**src/rtl/core/utad_pkg.sv**
```systemverilog
`timescale 1ns / 1ps
`default_nettype none

package utad_pkg;

	// field widths
	localparam int OP_W    = 3;
	localparam int VAL_W   = 64;
	localparam int CHAR_W  = 8;
	localparam int LEN_W   = 5;
	localparam int NIB_W   = 4;

	// decimal conversion sizes
	localparam int BIN_W      = 32;
	localparam int DEC_DIGITS = 10;
	localparam int BCD_W      = DEC_DIGITS * NIB_W;
	localparam int BIT_CNT_W  = $clog2(BIN_W);
	localparam int DIG_IDX_W  = $clog2(DEC_DIGITS);

	// opcodes
	localparam logic [OP_W-1:0] OP_DEC   = 3'd0;
	localparam logic [OP_W-1:0] OP_HEX8  = 3'd1;
	localparam logic [OP_W-1:0] OP_HEX16 = 3'd2;
	localparam logic [OP_W-1:0] OP_HEX32 = 3'd3;
	localparam logic [OP_W-1:0] OP_HEX64 = 3'd4;

	// character constants
	localparam logic [CHAR_W-1:0] CHR_ZERO   = 8'h30;
	localparam logic [CHAR_W-1:0] CHR_X      = 8'h78;
	localparam logic [CHAR_W-1:0] CHR_ALPHA  = 8'h57;
	localparam logic [NIB_W-1:0]  NIB_TEN    = 4'd10;

	// status of the conversion unit
	typedef struct packed {
		logic busy;
		logic done;
	} utad_bcd_stat_t;

	// lower-case hex character for one nibble
	function automatic logic [CHAR_W-1:0] hex_char(input logic [NIB_W-1:0] nib);
		logic [CHAR_W-1:0] wide;
		wide = {{(CHAR_W-NIB_W){1'b0}}, nib};
		return (nib < NIB_TEN) ? (wide + CHR_ZERO) : (wide + CHR_ALPHA);
	endfunction

endpackage

`default_nettype wire

```
**src/rtl/core/utad_in_if.sv**
```systemverilog
`timescale 1ns / 1ps
`default_nettype none

interface utad_in_if;
	import utad_pkg::*;

	logic              valid;
	logic              ready;
	logic [OP_W-1:0]   opcode;
	logic [VAL_W-1:0]  value;

	modport source (output valid, output opcode, output value, input ready);
	modport sink   (input valid, input opcode, input value, output ready);
endinterface

`default_nettype wire

```
**src/rtl/core/utad_out_if.sv**
```systemverilog
`timescale 1ns / 1ps
`default_nettype none

interface utad_out_if;
	import utad_pkg::*;

	logic              valid;
	logic              ready;
	logic [CHAR_W-1:0] ascii_char;
	logic              is_last;
	logic [LEN_W-1:0]  string_length;

	modport source (output valid, output ascii_char, output is_last,
		output string_length, input ready);
	modport sink   (input valid, input ascii_char, input is_last,
		input string_length, output ready);
endinterface

`default_nettype wire

```
**src/rtl/core/unsigned_to_ascii_dec_hex.sv**
```systemverilog
// decimal: an accepted item is converted serially by shift-add-3 in the bcd
// unit, and the string is then sent from the registered digits, one
// character per cycle while the output is ready
// hex: first character the cycle after transfer
// input is ready only when idle; undefined opcodes are dropped with no output
// async active-low reset returns the sequencer to idle with no output pending
`timescale 1ns / 1ps
`default_nettype none

module unsigned_to_ascii_dec_hex (
	input  wire logic  clk,
	input  wire logic  arst_n,
	utad_in_if.sink    in_ch,
	utad_out_if.source out_ch
);
	import utad_pkg::*;

	localparam logic [1:0] ST_IDLE = 2'd0;
	localparam logic [1:0] ST_CONV = 2'd1;
	localparam logic [1:0] ST_EMIT = 2'd2;

	logic [1:0]           state_q;
	logic [VAL_W-1:0]     data_q;
	logic [LEN_W-1:0]     len_q;
	logic [LEN_W-1:0]     pos_q;
	logic                 hex_q;

	logic                 in_xfer;
	logic                 out_xfer;
	logic                 bcd_start;
	utad_bcd_stat_t       bcd_stat;
	logic [BCD_W-1:0]     bcd;
	logic [DIG_IDX_W-1:0] top;
	logic [LEN_W-1:0]     dec_len;
	logic [LEN_W-1:0]     hex_len;
	logic [LEN_W-1:0]     idx_full;
	logic [VAL_W-1:0]     shifted;
	logic [NIB_W-1:0]     nib;

	assign in_xfer   = in_ch.valid && in_ch.ready;
	assign out_xfer  = out_ch.valid && out_ch.ready;
	assign bcd_start = in_xfer && (in_ch.opcode == OP_DEC);

	utad_bcd u_bcd (
		.clk    (clk),
		.arst_n (arst_n),
		.start  (bcd_start),
		.bin    (in_ch.value[BIN_W-1:0]),
		.stat   (bcd_stat),
		.bcd    (bcd)
	);

	// highest nonzero decimal digit, zero gives one digit
	always_comb begin
		top = '0;
		for (int d = 0; d < DEC_DIGITS; d++) begin
			if (bcd[d*NIB_W +: NIB_W] != '0) top = DIG_IDX_W'(d);
		end
		dec_len = LEN_W'(top) + 1'b1;
	end

	// "0x" plus 2, 4, 8 or 16 digits
	assign hex_len = (LEN_W'(1) << in_ch.opcode) + LEN_W'(2);

	// sequencer
	always_ff @(posedge clk or negedge arst_n) begin
		if (!arst_n) begin
			state_q <= ST_IDLE;
			pos_q   <= '0;
		end else begin
			unique case (state_q)
				ST_IDLE: begin
					pos_q <= '0;
					if (in_xfer) begin
						if (in_ch.opcode == OP_DEC) begin
							state_q <= ST_CONV;
						end else if (in_ch.opcode == OP_HEX8 || in_ch.opcode == OP_HEX16
							|| in_ch.opcode == OP_HEX32 || in_ch.opcode == OP_HEX64) begin
							state_q <= ST_EMIT;
						end
					end
				end
				ST_CONV: begin
					if (bcd_stat.done) state_q <= ST_EMIT;
				end
				ST_EMIT: begin
					if (out_xfer) begin
						if (pos_q == len_q - 1'b1) begin
							state_q <= ST_IDLE;
						end else begin
							pos_q <= pos_q + 1'b1;
						end
					end
				end
				default: state_q <= ST_IDLE;
			endcase
		end
	end

	// string payload registers
	always_ff @(posedge clk) begin
		if (state_q == ST_IDLE && in_xfer) begin
			data_q <= in_ch.value;
			len_q  <= hex_len;
			hex_q  <= (in_ch.opcode != OP_DEC);
		end else if (state_q == ST_CONV && bcd_stat.done) begin
			data_q <= {{(VAL_W-BCD_W){1'b0}}, bcd};
			len_q  <= dec_len;
		end
	end

	// digit select, most significant first
	assign idx_full = len_q - 1'b1 - pos_q;
	assign shifted  = data_q >> {idx_full[NIB_W-1:0], 2'b00};
	assign nib      = shifted[NIB_W-1:0];

	always_comb begin
		if (hex_q && pos_q == LEN_W'(0)) begin
			out_ch.ascii_char = CHR_ZERO;
		end else if (hex_q && pos_q == LEN_W'(1)) begin
			out_ch.ascii_char = CHR_X;
		end else if (hex_q) begin
			out_ch.ascii_char = hex_char(nib);
		end else begin
			out_ch.ascii_char = {{(CHAR_W-NIB_W){1'b0}}, nib} + CHR_ZERO;
		end
	end

	assign out_ch.valid         = (state_q == ST_EMIT);
	assign out_ch.is_last       = (pos_q == len_q - 1'b1);
	assign out_ch.string_length = len_q;
	assign in_ch.ready          = (state_q == ST_IDLE);

	// checks
	a_pos_in_range: assert property (@(posedge clk) disable iff (!arst_n)
		out_ch.valid |-> pos_q < len_q)
		else $error("character position beyond string length");

	a_no_overlap: assert property (@(posedge clk) disable iff (!arst_n)
		!(in_ch.ready && out_ch.valid))
		else $error("input ready while a string is being sent");

	a_last_ends: assert property (@(posedge clk) disable iff (!arst_n)
		(out_xfer && out_ch.is_last) |=> !out_ch.valid && in_ch.ready)
		else $error("string continues after last character");

	a_done_in_conv: assert property (@(posedge clk) disable iff (!arst_n)
		bcd_stat.done |-> state_q == ST_CONV)
		else $error("conversion finished outside conversion state");

endmodule

`default_nettype wire

```
**src/rtl/core/utad_bcd.sv**
```systemverilog
`timescale 1ns / 1ps
`default_nettype none

module utad_bcd (
	input  wire logic                    clk,
	input  wire logic                    arst_n,
	input  wire logic                    start,
	input  wire logic [utad_pkg::BIN_W-1:0] bin,
	output utad_pkg::utad_bcd_stat_t     stat,
	output logic [utad_pkg::BCD_W-1:0]   bcd
);
	import utad_pkg::*;

	logic [BIN_W-1:0]     shift_q;
	logic [BCD_W-1:0]     bcd_q;
	logic [BCD_W-1:0]     adj;
	logic [BIT_CNT_W-1:0] cnt_q;
	logic                 run_q;
	logic                 done_q;

	// add three to every digit of five or more before the shift
	always_comb begin
		for (int d = 0; d < DEC_DIGITS; d++) begin
			adj[d*NIB_W +: NIB_W] = (bcd_q[d*NIB_W +: NIB_W] >= 4'd5) ?
				(bcd_q[d*NIB_W +: NIB_W] + 4'd3) : bcd_q[d*NIB_W +: NIB_W];
		end
	end

	// sequencer control, one binary bit per cycle
	always_ff @(posedge clk or negedge arst_n) begin
		if (!arst_n) begin
			run_q  <= 1'b0;
			done_q <= 1'b0;
			cnt_q  <= '0;
		end else begin
			done_q <= 1'b0;
			if (start) begin
				run_q <= 1'b1;
				cnt_q <= '0;
			end else if (run_q) begin
				cnt_q <= cnt_q + 1'b1;
				if (cnt_q == BIT_CNT_W'(BIN_W - 1)) begin
					run_q  <= 1'b0;
					done_q <= 1'b1;
				end
			end
		end
	end

	// shift datapath
	always_ff @(posedge clk) begin
		if (start) begin
			shift_q <= bin;
			bcd_q   <= '0;
		end else if (run_q) begin
			bcd_q   <= {adj[BCD_W-2:0], shift_q[BIN_W-1]};
			shift_q <= {shift_q[BIN_W-2:0], 1'b0};
		end
	end

	assign stat.busy = run_q;
	assign stat.done = done_q;
	assign bcd       = bcd_q;

endmodule

`default_nettype wire
```
**src/flat_wrapper.sv**
```systemverilog
// flat-port wrapper written by rule: the top's interface ports become plain ports
module unsigned_to_ascii_dec_hex_flat import utad_pkg::*;
  (clk, arst_n, in_ch_valid, in_ch_opcode, in_ch_value, in_ch_ready, out_ch_valid, out_ch_ascii_char, out_ch_is_last, out_ch_string_length, out_ch_ready);
  utad_in_if in_ch_i ();
  utad_out_if out_ch_i ();
  input  wire logic clk;
  input  wire logic arst_n;
  input wire logic [$bits(in_ch_i.valid)-1:0] in_ch_valid;
  input wire logic [$bits(in_ch_i.opcode)-1:0] in_ch_opcode;
  input wire logic [$bits(in_ch_i.value)-1:0] in_ch_value;
  output wire logic [$bits(in_ch_i.ready)-1:0] in_ch_ready;
  output wire logic [$bits(out_ch_i.valid)-1:0] out_ch_valid;
  output wire logic [$bits(out_ch_i.ascii_char)-1:0] out_ch_ascii_char;
  output wire logic [$bits(out_ch_i.is_last)-1:0] out_ch_is_last;
  output wire logic [$bits(out_ch_i.string_length)-1:0] out_ch_string_length;
  input wire logic [$bits(out_ch_i.ready)-1:0] out_ch_ready;
  assign in_ch_i.valid = in_ch_valid;
  assign in_ch_i.opcode = in_ch_opcode;
  assign in_ch_i.value = in_ch_value;
  assign in_ch_ready = in_ch_i.ready;
  assign out_ch_valid = out_ch_i.valid;
  assign out_ch_ascii_char = out_ch_i.ascii_char;
  assign out_ch_is_last = out_ch_i.is_last;
  assign out_ch_string_length = out_ch_i.string_length;
  assign out_ch_i.ready = out_ch_ready;
  unsigned_to_ascii_dec_hex u_core (.clk(clk), .arst_n(arst_n), .in_ch(in_ch_i), .out_ch(out_ch_i));
endmodule
```
**config.mk**
```make
export PLATFORM = sky130hd
export DESIGN_NAME = unsigned_to_ascii_dec_hex_flat
export DESIGN_NICKNAME = d
export VERILOG_FILES = /design/src/rtl/core/utad_pkg.sv /design/src/rtl/core/utad_in_if.sv /design/src/rtl/core/utad_out_if.sv /design/src/rtl/core/unsigned_to_ascii_dec_hex.sv /design/src/rtl/core/utad_bcd.sv /design/src/flat_wrapper.sv
export SDC_FILE = /design/constraint.sdc
export NUM_CORES = 1
export LEC_CHECK = 0
export ABC_AREA = 1
export BUFFER_PORTS_ARGS = -buffer_cell sky130_fd_sc_hd__buf_2
export CAP_MARGIN = 20
export CELL_PAD_IN_SITES_DETAIL_PLACEMENT = 2
export CELL_PAD_IN_SITES_GLOBAL_PLACEMENT = 2
export CORE_MARGIN = 2
export CORE_UTILIZATION = 39
export CTS_BUF_LIST = sky130_fd_sc_hd__clkbuf_16
export CTS_CLUSTER_DIAMETER = 100
export CTS_CLUSTER_SIZE = 25
export DETAILED_ROUTE_END_ITERATION = 10
export HOLD_SLACK_MARGIN = 0.06
export PLACE_DENSITY = 0.91
export SLEW_MARGIN = 20
export SYNTH_ARGS = -nofsm -noshare
export SYNTH_HDL_FRONTEND = slang
export SYNTH_SLANG_ARGS = --single-unit
```
**constraint.sdc**
```tcl
create_clock -name clk -period 6.4 [get_ports clk]
set_clock_uncertainty 0.2 [all_clocks]
set_input_delay 0.96 -clock clk [delete_from_list [all_inputs] [get_ports clk]]
set_output_delay 0.96 -clock clk [all_outputs]
set_load 0.005 [all_outputs]
```
# --- Word level (Yosys, flattened, before mapping) ---
# Index checks and enable logic that the tools add are counted.
totals:
  wordCells: 131
  in_bits: 71
  register_bits: 156
  out_inout_bits: 16
classes:
  eq_ne: 15
  muxes: 47
  n_reduce_logical: 28
  n_addsub: 18
  shifts: 2
  order_cmp: 11
op_table:
  columns: ["cell", "n"]
  rows:
  - ["64-bit two-way mux", 2]
  - ["4-bit two-way mux", 17]
  - ["32-bit two-way mux", 2]
  - ["64-bit by 6-bit >> shifter with 4-bit output", 1]
  - ["4-bit by 3-bit greater-or-equal comparator with 1-bit output, second input constant", 10]
  - ["4-bit by 2-bit adder with 4-bit output, second input constant", 9]
  - ["4-bit nonzero test", 9]
  - ["8-bit two-way mux", 4]
  - ["5-bit two-way mux", 6]
  - ["2-bit two-way mux", 6]
  - ["5-bit by 1-bit adder with 5-bit output, second input constant", 2]
  - ["2-bit inequality test, second input constant", 5]
  - ["5-bit one-hot mux with 2 select lines", 1]
  - ["4-bit by 7-bit adder with 8-bit output, second input constant", 1]
  - ["4-bit by 6-bit adder with 7-bit output, second input constant", 1]
  - ["1-bit logical AND", 7]
  - ["1-bit two-way mux", 7]
  - ["3-bit by 2-bit == test with 1-bit output, second input constant", 2]
  - ["2-bit one-hot mux with 3 select lines", 1]
  - ["2-bit nonzero test", 3]
  - ["4-bit by 1-bit adder with 5-bit output, second input constant", 1]
  - ["5-bit by 3-bit adder with 5-bit output, second input constant", 1]
  - ["5-bit by 1-bit == test with 1-bit output, second input constant", 1]
  - ["5-bit == test", 1]
  - ["other kinds (19)", 21]

# --- Longest topological paths before layout ---
# Gate-level depths: netlist of run 1.
logic_depth:
  ltp_word: 13
  mapped_depth: 18

# --- By module ---
# Synthesis of run 1 repeated with hierarchy kept, for this count alone.
unflattened:
  hier_cells: 1143
  hier_area_um2: 8832.2
modules_own_cells:
  columns: ["module", "seq_area_each_um2", "n_inst", "area_each_um2", "cells_per_inst"]
  rows:
  - ["unsigned_to_ascii_dec_hex", 2277.2, 1, 4855.9, 635]
  - ["utad_bcd", 1936.9, 1, 3976.3, 508]

# --- Least setup slack after synthesis of run 1 ---
# OpenSTA, ideal clock, no wires.
synth_timing:
  path_kind: "reg2out"
  from: "reg u_core.len_q[0], in the netlist u_core.out_ch.string_length[0]"
  to: "out out_ch_ascii_char[1]"
  setup_slack_ns: 2.633
  path_buffers: 2
  arrival_time_ns: 2.607
  stages_incl_launch_ff: 17
  cell_sequence: "edfxtp_1 -> inv_1 -> ha_1 -> fa_1 -> buf_2 -> inv_2 -> buf_2 -> o21ai_0 -> o22ai_1 -> nand2_1 -> nand2_1 -> inv_1 -> o21a_1 -> ha_1 -> inv_1 -> o21ai_1 -> nor2_1"
synth_between:
  elab_chain_cells: 8
synth_rtl:
  columns: ["element", "line_no", "text"]
  rows:
  - ["from (decl)", "unsigned_to_ascii_dec_hex.sv:24", "logic [LEN_W-1:0] len_q;"]
  - ["from (signal assigned)", "unsigned_to_ascii_dec_hex.sv:104", "len_q <= hex_len;"]
  - ["from (signal assigned)", "unsigned_to_ascii_dec_hex.sv:108", "len_q <= dec_len;"]
  - ["5-bit by 1-bit subtractor with 5-bit output *", null, null]
  - ["4-bit subtractor *", "unsigned_to_ascii_dec_hex.sv:113", "assign idx_full = len_q - 1'b1 - pos_q;"]
  - ["64-bit by 6-bit >> shifter with 4-bit output *", "unsigned_to_ascii_dec_hex.sv:114", "assign shifted = data_q >> {idx_full[NIB_W-1:0], 2'b00};"]
  - ["4-bit by 7-bit adder with 8-bit output (tied with other cells)", "utad_pkg.sv:43", "return (nib < NIB_TEN) ? (wide + CHR_ZERO) : (wide + CHR_ALPHA);"]
  - ["8-bit two-way mux", "utad_pkg.sv:43", null]
  - ["8-bit two-way mux *", "unsigned_to_ascii_dec_hex.sv:122", "end else if (hex_q) begin"]
  - ["8-bit two-way mux *", "unsigned_to_ascii_dec_hex.sv:120", "end else if (hex_q && pos_q == LEN_W'(1)) begin"]
  - ["8-bit two-way mux *", "unsigned_to_ascii_dec_hex.sv:118", "if (hex_q && pos_q == LEN_W'(0)) begin"]
  - ["to (decl)", "flat_wrapper.sv:13", "output wire logic [$bits(out_ch_i.ascii_char)-1:0] out_ch_ascii_char;"]
# Mark *: on every way between the ends. The rest lies on a longest branch, timed or not.

# --- Worst setup path after layout of run 1 ---
layout_timing:
  from: "reg u_core.len_q[0], in the netlist u_core.out_ch.string_length[0]"
  to: "out out_ch_ascii_char[2]"
# The elaborated chain is that of the path after synthesis.

==> results.md, run 1 <==
* Fin area at approximately 9600 um2
* Buffers on Ports at 84
* Worst-Skew Late Latency at between 0.4 and 0.5 ns
* DRT antenna net count at 0
* Pwr Total at 6201 uW
* Synthesized flop and latch total at 156
* Cell Area, Synth at between 8000 and 9000 um2
* LEAKAGE at about 0.0045 uW
* P per Cell Area at between 600 and 700 nW/um2
* Area contributors post-synth: edfxtp_1, nand2_1, dfxtp_1, inv_1, o21ai_0
* Commonest non-fill, non-tap cell in the layout: nand2_1
* # resized after CTS at 0
* Non-filler instance count after layout at about 1400
* Logic pwr share at between 50% and 60%
* TNS Setup at 0 ns
* Crit path top cell by count: nand2_1
* Pre-Repair DR Iteration Count at 5
* Internal power at between 3000 and 4000 uW
* Placed insts at 1343
* Vias per cell at between 5 and 6
* Layout area overhead at 14.56%
* Endpoints failing hold at 0
* Psw at ~3000 uW
* Slew Limit Fails at 0
* Seq pwr share at 29.8%
* CP Cell Sequence: inv_1 > ha_1 > fa_1 > inv_2 > nand3_1 > nand2_1 > nand2_1 > nand2_1 > nand2_1 > nand2_2 > inv_1 > ha_1 > nand4_1 > nand2_1 > inv_2 > nor2_1 > buf_2
* Worst Path Class, Setup: flip-flop to primary output
* Initial antenna violation count at 0
* Htree depth at 4
* Die Area at ~23000 um2
* RR Endpoint: u_core.u_bcd.bcd[38]
* Switching share of total power at approximately 50%
* WP data arrival at between 4 and 5 ns
* First-pass GRT wire length at 49770 um
* RSZ-0062 raised after global routing: false
* Period minus WS final at slightly above 5 ns
* Slowest library cell on the worst path: fa_1
* CTS Buf Count at 17
* Slew HR at between 30% and 40%
* Maximum VDD drop at 0.2265 mV
* Average size of a mapped cell at just over 8 um2
* Vias in the first global route at ~8500
* Share of cells above drive strength 1 at approximately 14%
* WL final at 31480 um
* Core area at between 20000 and 25000 um2
* # hold bufs at CTS at 0
* Routed vias at 7500
* Hold Path Class: input port to async pin
* Max FO, Critical Path at 17
* RD Place Congestion at ~0.81
* Highest Clock Rate at around 190 MHz
* Cell taking the most area after synthesis: edfxtp_1
* Wire length per cell at roughly 23 um
* Reg-to-Reg Start: u_core.state_q[0]
* Post-DP Area at between 9000 and 10000 um2
* Max incr delay on CP at between 0.9 and 1 ns
* Clock Sinks at 156
* Worst reg2reg path depth at 9
* Most frequent cells in the layout: nand2_1, inv_1, o21ai_0, edfxtp_1, buf_2
* Die X at between 150 and 200 um
* Reg2reg setup slack at about 3 ns
* CTS tree: done
* # rows at 53
* Cells after Synth at 1018
* Io pins at 87
* Total grt overflow at 0
* Synth Net Count at around 1100
* Outcome: completed
* Total global-route track usage at between 20% and 30%
* Initial Util at between 30% and 40%
* Clk slew on worst S/H paths at ~0.07 ns
* Final #Nets at 1194
* Library cells used by synthesis at between 40 and 50
* Yosys warnings at 0
* Setup Buffers After CTS at 0
* DRT iter0 DRCs at roughly 420
* HPWL Detailed at 19230 um
* Startpoint types: flip-flop
* Final number of setup-violating endpoints at 0
* Largest net degree at the start of global routing at 85
* Top cell type's share of synthesized area at a little over a third
* DR DRC count at 0
* Worst Tran Pin Value at 0.9856 ns
* Root Buffer: clkbuf_16
* Power share of the clock group at ~17%
* Sequential fraction of the synthesis area at 50.03%
* Die H at 151.0 um
* Ant. Diodes at 0
* Worst Path Required at between 5 and 6 ns
* Worst setup EP type: primary output
* Clock Tree Buf Depth at 2
* Max-cap viol count at 0
* Period utilisation layout at just over 80%
routing by layer:
| metal | track usage [%] | wire length, um | up-vias |
|---|---|---|---|
| li1 | - | - | 3437 |
| met1 | 33.88 | 12630 | 3782 |
| met2 | 53.39 | 16680 | 211 |
| met3 | 4.759 | 1216 | 70 |
| met4 | 11.64 | 950 | 0 |
| met5 | 0 | 0 | - |
power groups by stage:
stage                     combinational, uW  clock (uW)  sequential (uW)
after floorplan                        2140           0             1750
after global placement                 2780           0             1790
after detailed placement               3040           0             1830
after CTS                              3290        1070             1840
after global routing                   3660        1110             1880
final                                  3300        1060             1850
worst max path at each step:
stage                                        start                    to  slack [ns]
floorplan           u_core.out_ch.string_length[0]  out_ch_ascii_char[1]        2.63
global placement    u_core.out_ch.string_length[0]  out_ch_ascii_char[2]        2.05
detailed placement  u_core.out_ch.string_length[0]  out_ch_ascii_char[2]        1.71
CTS                 u_core.out_ch.string_length[0]  out_ch_ascii_char[2]        1.17
global route        u_core.out_ch.string_length[0]  out_ch_ascii_char[2]        0.88
finish              u_core.out_ch.string_length[0]  out_ch_ascii_char[2]        1.21
synth_stat cells, drive strengths merged:
cell type,instances
o31ai,5
buf,22
ha,35
edfxtp,102
nand3b,1
nand2,298
dfxtp,40
nor2,82
xor2,22
o22ai,23
nor4,1
dfrtp,14
clkbuf,18
o32ai,1
a31oi,5
nor3,10
conb,2
xnor2,3
fa,1
inv,149
o211ai,1
o21ai,113
a21oi,22
o21a,1
and3,2
nand4,4
a211oi,3
a32oi,6
nand3,32
sequential cells by signal, summed over array words and instances, names as in the netlist:
register,cells
u_core.u_bcd.cnt_q,5
u_core.u_bcd.shift_q,32
u_core.state_q,2
u_core.u_bcd.done_q,1
u_core.pos_q,5
u_core.u_bcd.bcd,40
u_core.data_q,64
u_core.u_bcd.run_q,1
u_core.out_ch.string_length,5
u_core.hex_q,1
metrics by stage:
| step | setup WS (ns) | util, % | hold slack (ns) |
|---|---|---|---|
| CTS | 1.171 | 45.76 | 0.2268 |
| floorplan | 2.633 | - | 0.2215 |
| global placement | 2.046 | 42.95 | 0.2569 |
| finish | 1.205 | 45.76 | 0.2394 |
| detailed placement | 1.714 | 42.95 | 0.2706 |
| global route | 0.8802 | 45.76 | 0.2496 |
cell type report:
| cell class | instances | area [um2] |
|---|---|---|
| Multi-Input combinational cell | 673 | 3471 |
| Clock buffer | 18 | 450.4 |
| Clock inverter | 14 | 142.6 |
| Tap cell | 275 | 344.1 |
| Sequential cell | 156 | 4214 |
| Fill cell | 2391 | 11440 |
| Inverter | 149 | 561.8 |
| Timing Repair Buffer | 90 | 465.4 |
critical path, delay by kind of cell, from the launching register on:
kind                       cells  cell delay, ns
adders and majority gates      3            1.55
DFF                            1            0.41
buffers and inverters          5            0.66
and+or+nand+nor                9            0.98
logic make-up after synthesis:
family                   share of synthesized area (%)
adder cells (fa/ha/maj)                          5.437
XOR/XNOR                                         2.822
other                                          0.08916
buffers and inverters                            8.883
AO/OA/AOI/OAI                                    11.90
AND/OR/NAND/NOR                                  20.84
flip-flops                                       50.03
(Power assumes the default switching activity.)
==> inputs of run 2 (changes only) <==
- CORE_UTILIZATION: 39 -> 32
- PLACE_DENSITY: 0.91 -> 0.81
- clock period: 6.4 -> 4.2 ns (I/O delays scaled with it)
==> run 2 against run 1 <==
Effect of this change: worst setup slack worse by 1.1 ns; first-iteration DRC count down 14%; register-to-register slack worse by 1.6 ns; final cell count up 5.2%; count of clock-buffer cells in the layout down 1; combinational power up 52%; via count down 4.6%; final area up 2.4%; largest cell class unchanged.
==> results.md, run 2 (synthesis results as in run 1) <==
* Outcome: completed (unchanged)
* Logic pwr share at 53.6% (was 53.1%)
* Final #Nets at 1206 (was 1194)
* Worst Path Required at 3.37 ns (was 5.24 ns)
* DRT antenna net count at 0 (unchanged)
* Worst Path Class, Setup: flip-flop to primary output (unchanged)
* Core area at 25980 um2 (was 21090 um2)
* Clock Tree Buf Depth at 2 (unchanged)
* HPWL Detailed at 18370 um (was 19230 um)
* Die Area at 27640 um2 (was 22790 um2)
* Period utilisation layout at a little over nine tenths
* Reg area at 4214 um2 (unchanged)
* Hold Path Class: input port to flip-flop (was input port to async pin)
* Reg with most FFs: u_core.data_q (unchanged)
* CTS Buf Count at 17 (unchanged)
* Ant. Diodes at 0 (unchanged)
* Vias per cell at 4.943 (was 5.455)
* Initial Util at 32.42% (was 39.94%)
* Slew HR at 37.30% (was 34.29%)
* Max reg flops at 64 (unchanged)
* Largest net degree at the start of global routing at 85 (unchanged)
* Period minus WS final at roughly 4.1 ns
* WP data arrival at 3.30 ns (was 4.03 ns)
* Startpoint types: flip-flop (unchanged)
* Total global-route track usage at 19.65% (was 29.15%)
* Clock Sinks at 156 (unchanged)
* Htree depth at 4 (unchanged)
* Power share of the clock group at 16.8% (was 17.1%)
* Seq pwr share at 29.6% (was 29.8%)
* Wire length per cell at 18.57 um (was 22.89 um)
* Worst setup EP type: primary output (unchanged)
* # rows at 59 (was 53)
* Reg2reg setup slack at 1.29 ns (was 2.92 ns)
* Psw at 4298 uW (was 3040 uW)
* Commonest non-fill, non-tap cell in the layout: nand2_1 (unchanged)
* Layout fillers at 2945 (was 2391)
* Worst Hold Slack at 0.2868 ns (was 0.2394 ns)
* Root Buffer: clkbuf_16 (unchanged)
* CTS tree: done (unchanged)
* Die X at 166.2 um (was 151.0 um)
* Pre-Repair DR Iteration Count at 4 (was 5)
* Worst Tran Pin Value at 0.9404 ns (was 0.9856 ns)
* Max-cap viol count at 0 (unchanged)
* Routed vias at 7152 (was 7500)
* Endpoints failing hold at 0 (unchanged)
* First-pass GRT wire length at 42980 um (was 49770 um)
* RD Place Congestion at 0.8030 (was 0.8128)
* Highest Clock Rate at approximately 240 MHz
* Share of cells above drive strength 1 at 15.56% (was 13.91%)
* Internal power at 5040 uW (was 3161 uW)
* Maximum VDD drop at 0.6607 mV (was 0.2265 mV)
* Vias in the first global route at 7941 (was 8491)
* Worst-Skew Late Latency at 0.44 ns (was 0.45 ns)
* DRT iter0 DRCs at 362 (was 419)
* Die H at 166.2 um (was 151.0 um)
* DR DRC count at 0 (unchanged)
* Slew Limit Fails at 0 (unchanged)
* Buffers on Ports at 84 (unchanged)
* Multi-input logic area at 3508 um2 (was 3471 um2)
* Clk slew on worst S/H paths at 0.06 ns (was 0.07 ns)
* Final number of setup-violating endpoints at 0 (unchanged)
* LEAKAGE at 0.004539 uW (was 0.004482 uW)
* Io pins at 87 (unchanged)
* Layout area overhead at 17.35% (was 14.56%)
* TNS Setup at 0 ns (unchanged)
* Total grt overflow at 0 (unchanged)
* Max FO, Critical Path at 13 (was 17)
* Initial antenna violation count at 0 (unchanged)
* Most frequent cells in the layout: nand2_1, inv_1, edfxtp_1 (was nand2_1, inv_1, o21ai_0, edfxtp_1, buf_2)
* Util after Layout at 38.04% (was 45.76%)
* WL final at 26870 um (was 31480 um)
* Switching share of total power at 46.03% (was 49.03%)
* P per Cell Area at 944.7 nW/um2 (was 642.6 nW/um2)
run 2: cell types whose count changed in the layout (fill, tap and decap cells not counted), sizes merged:
cell,change
buf,+11
inv,+3
dlygate4sd3,+1
clkinv,-2
clkbuf,-1
run 2: area by class of cell:
cell class	instances	share of cell area, %
tap	335	4.241
timing repair buffer	102	5.975
multi-input combinational	673	35.49
sequential	156	42.63
clock inverter	15	1.646
clock buffer	17	4.304
inverter	149	5.709
run 2: power by group through the flow:
| stage | combinational, uW | sequential, uW | clock [uW] |
|---|---|---|---|
| CTS | 4740 | 2760 | 1600 |
| global placement | 4330 | 2740 | 0 |
| floorplan | 3250 | 2660 | 0 |
| detailed placement | 4590 | 2780 | 0 |
| global route | 5650 | 2820 | 1650 |
| finish | 5000 | 2760 | 1570 |
run 2: per-stage QoR:
| stage | std cells | total power, uW | worst slack (ns) | instance area (um2) |
|---|---|---|---|---|
| finish | 1447 | 9338 | 0.07310 | 9884 |
| global route | 1447 | 10120 | -0.04725 | 9884 |
| CTS | 1440 | 9102 | 0.01375 | 9797 |
| detailed placement | 1406 | 7366 | 0.4077 | 9179 |
| global placement | 1406 | 7070 | 0.5804 | 9179 |
| floorplan | 1018 | 5917 | 0.7629 | 8423 |
run 2: worst max-delay path: stages, from the launching register on:
cell	delay [ns]
edfxtp_1	0.44
inv_2	0.12
ha_4	0.21
fa_2	0.59
buf_8	0.16
o21ai_0	0.09
o22ai_1	0.16
nand2_1	0.08
nand2_1	0.07
inv_1	0.04
o21a_1	0.25
ha_4	0.31
inv_1	0.04
o21ai_1	0.12
nor2_1	0.05
buf_2	0.12
run 2: layer usage:
| layer | GRT usage, % | vias up | part of all wire, % |
|---|---|---|---|
| met3 | 3.003 | 30 | 2.6 |
| met5 | 0 | - | 0 |
| met4 | 5.285 | 0 | 1.4 |
| met1 | 24.39 | 3547 | 45 |
| li1 | - | 3459 | - |
| met2 | 35.56 | 116 | 51 |
run 2: final timing paths:
path                                                     start                  endpoint  cells after the start
worst max-delay path            u_core.out_ch.string_length[0]      out_ch_ascii_char[1]                     15
worst min-delay path                           in_ch_value[21]  u_core.u_bcd.shift_q[21]                      3
worst max register to register               u_core.state_q[0]   u_core.u_bcd.shift_q[2]                      8
worst min register to register            u_core.u_bcd.bcd[21]      u_core.u_bcd.bcd[21]                      2
max in group asynchronous                               arst_n           u_core.pos_q[1]                      2
min in group asynchronous                               arst_n           u_core.pos_q[4]                      2
run 2: timing repair:
item | CTS | global route
hold buffers | 1 | 0
endpoints found under the setup margin | 2 | 5
endpoints found under the hold margin | 14 | 0
setup buffers | 1 | 7
gates resized for setup | 4 | 11
pin swaps | 0 | 5
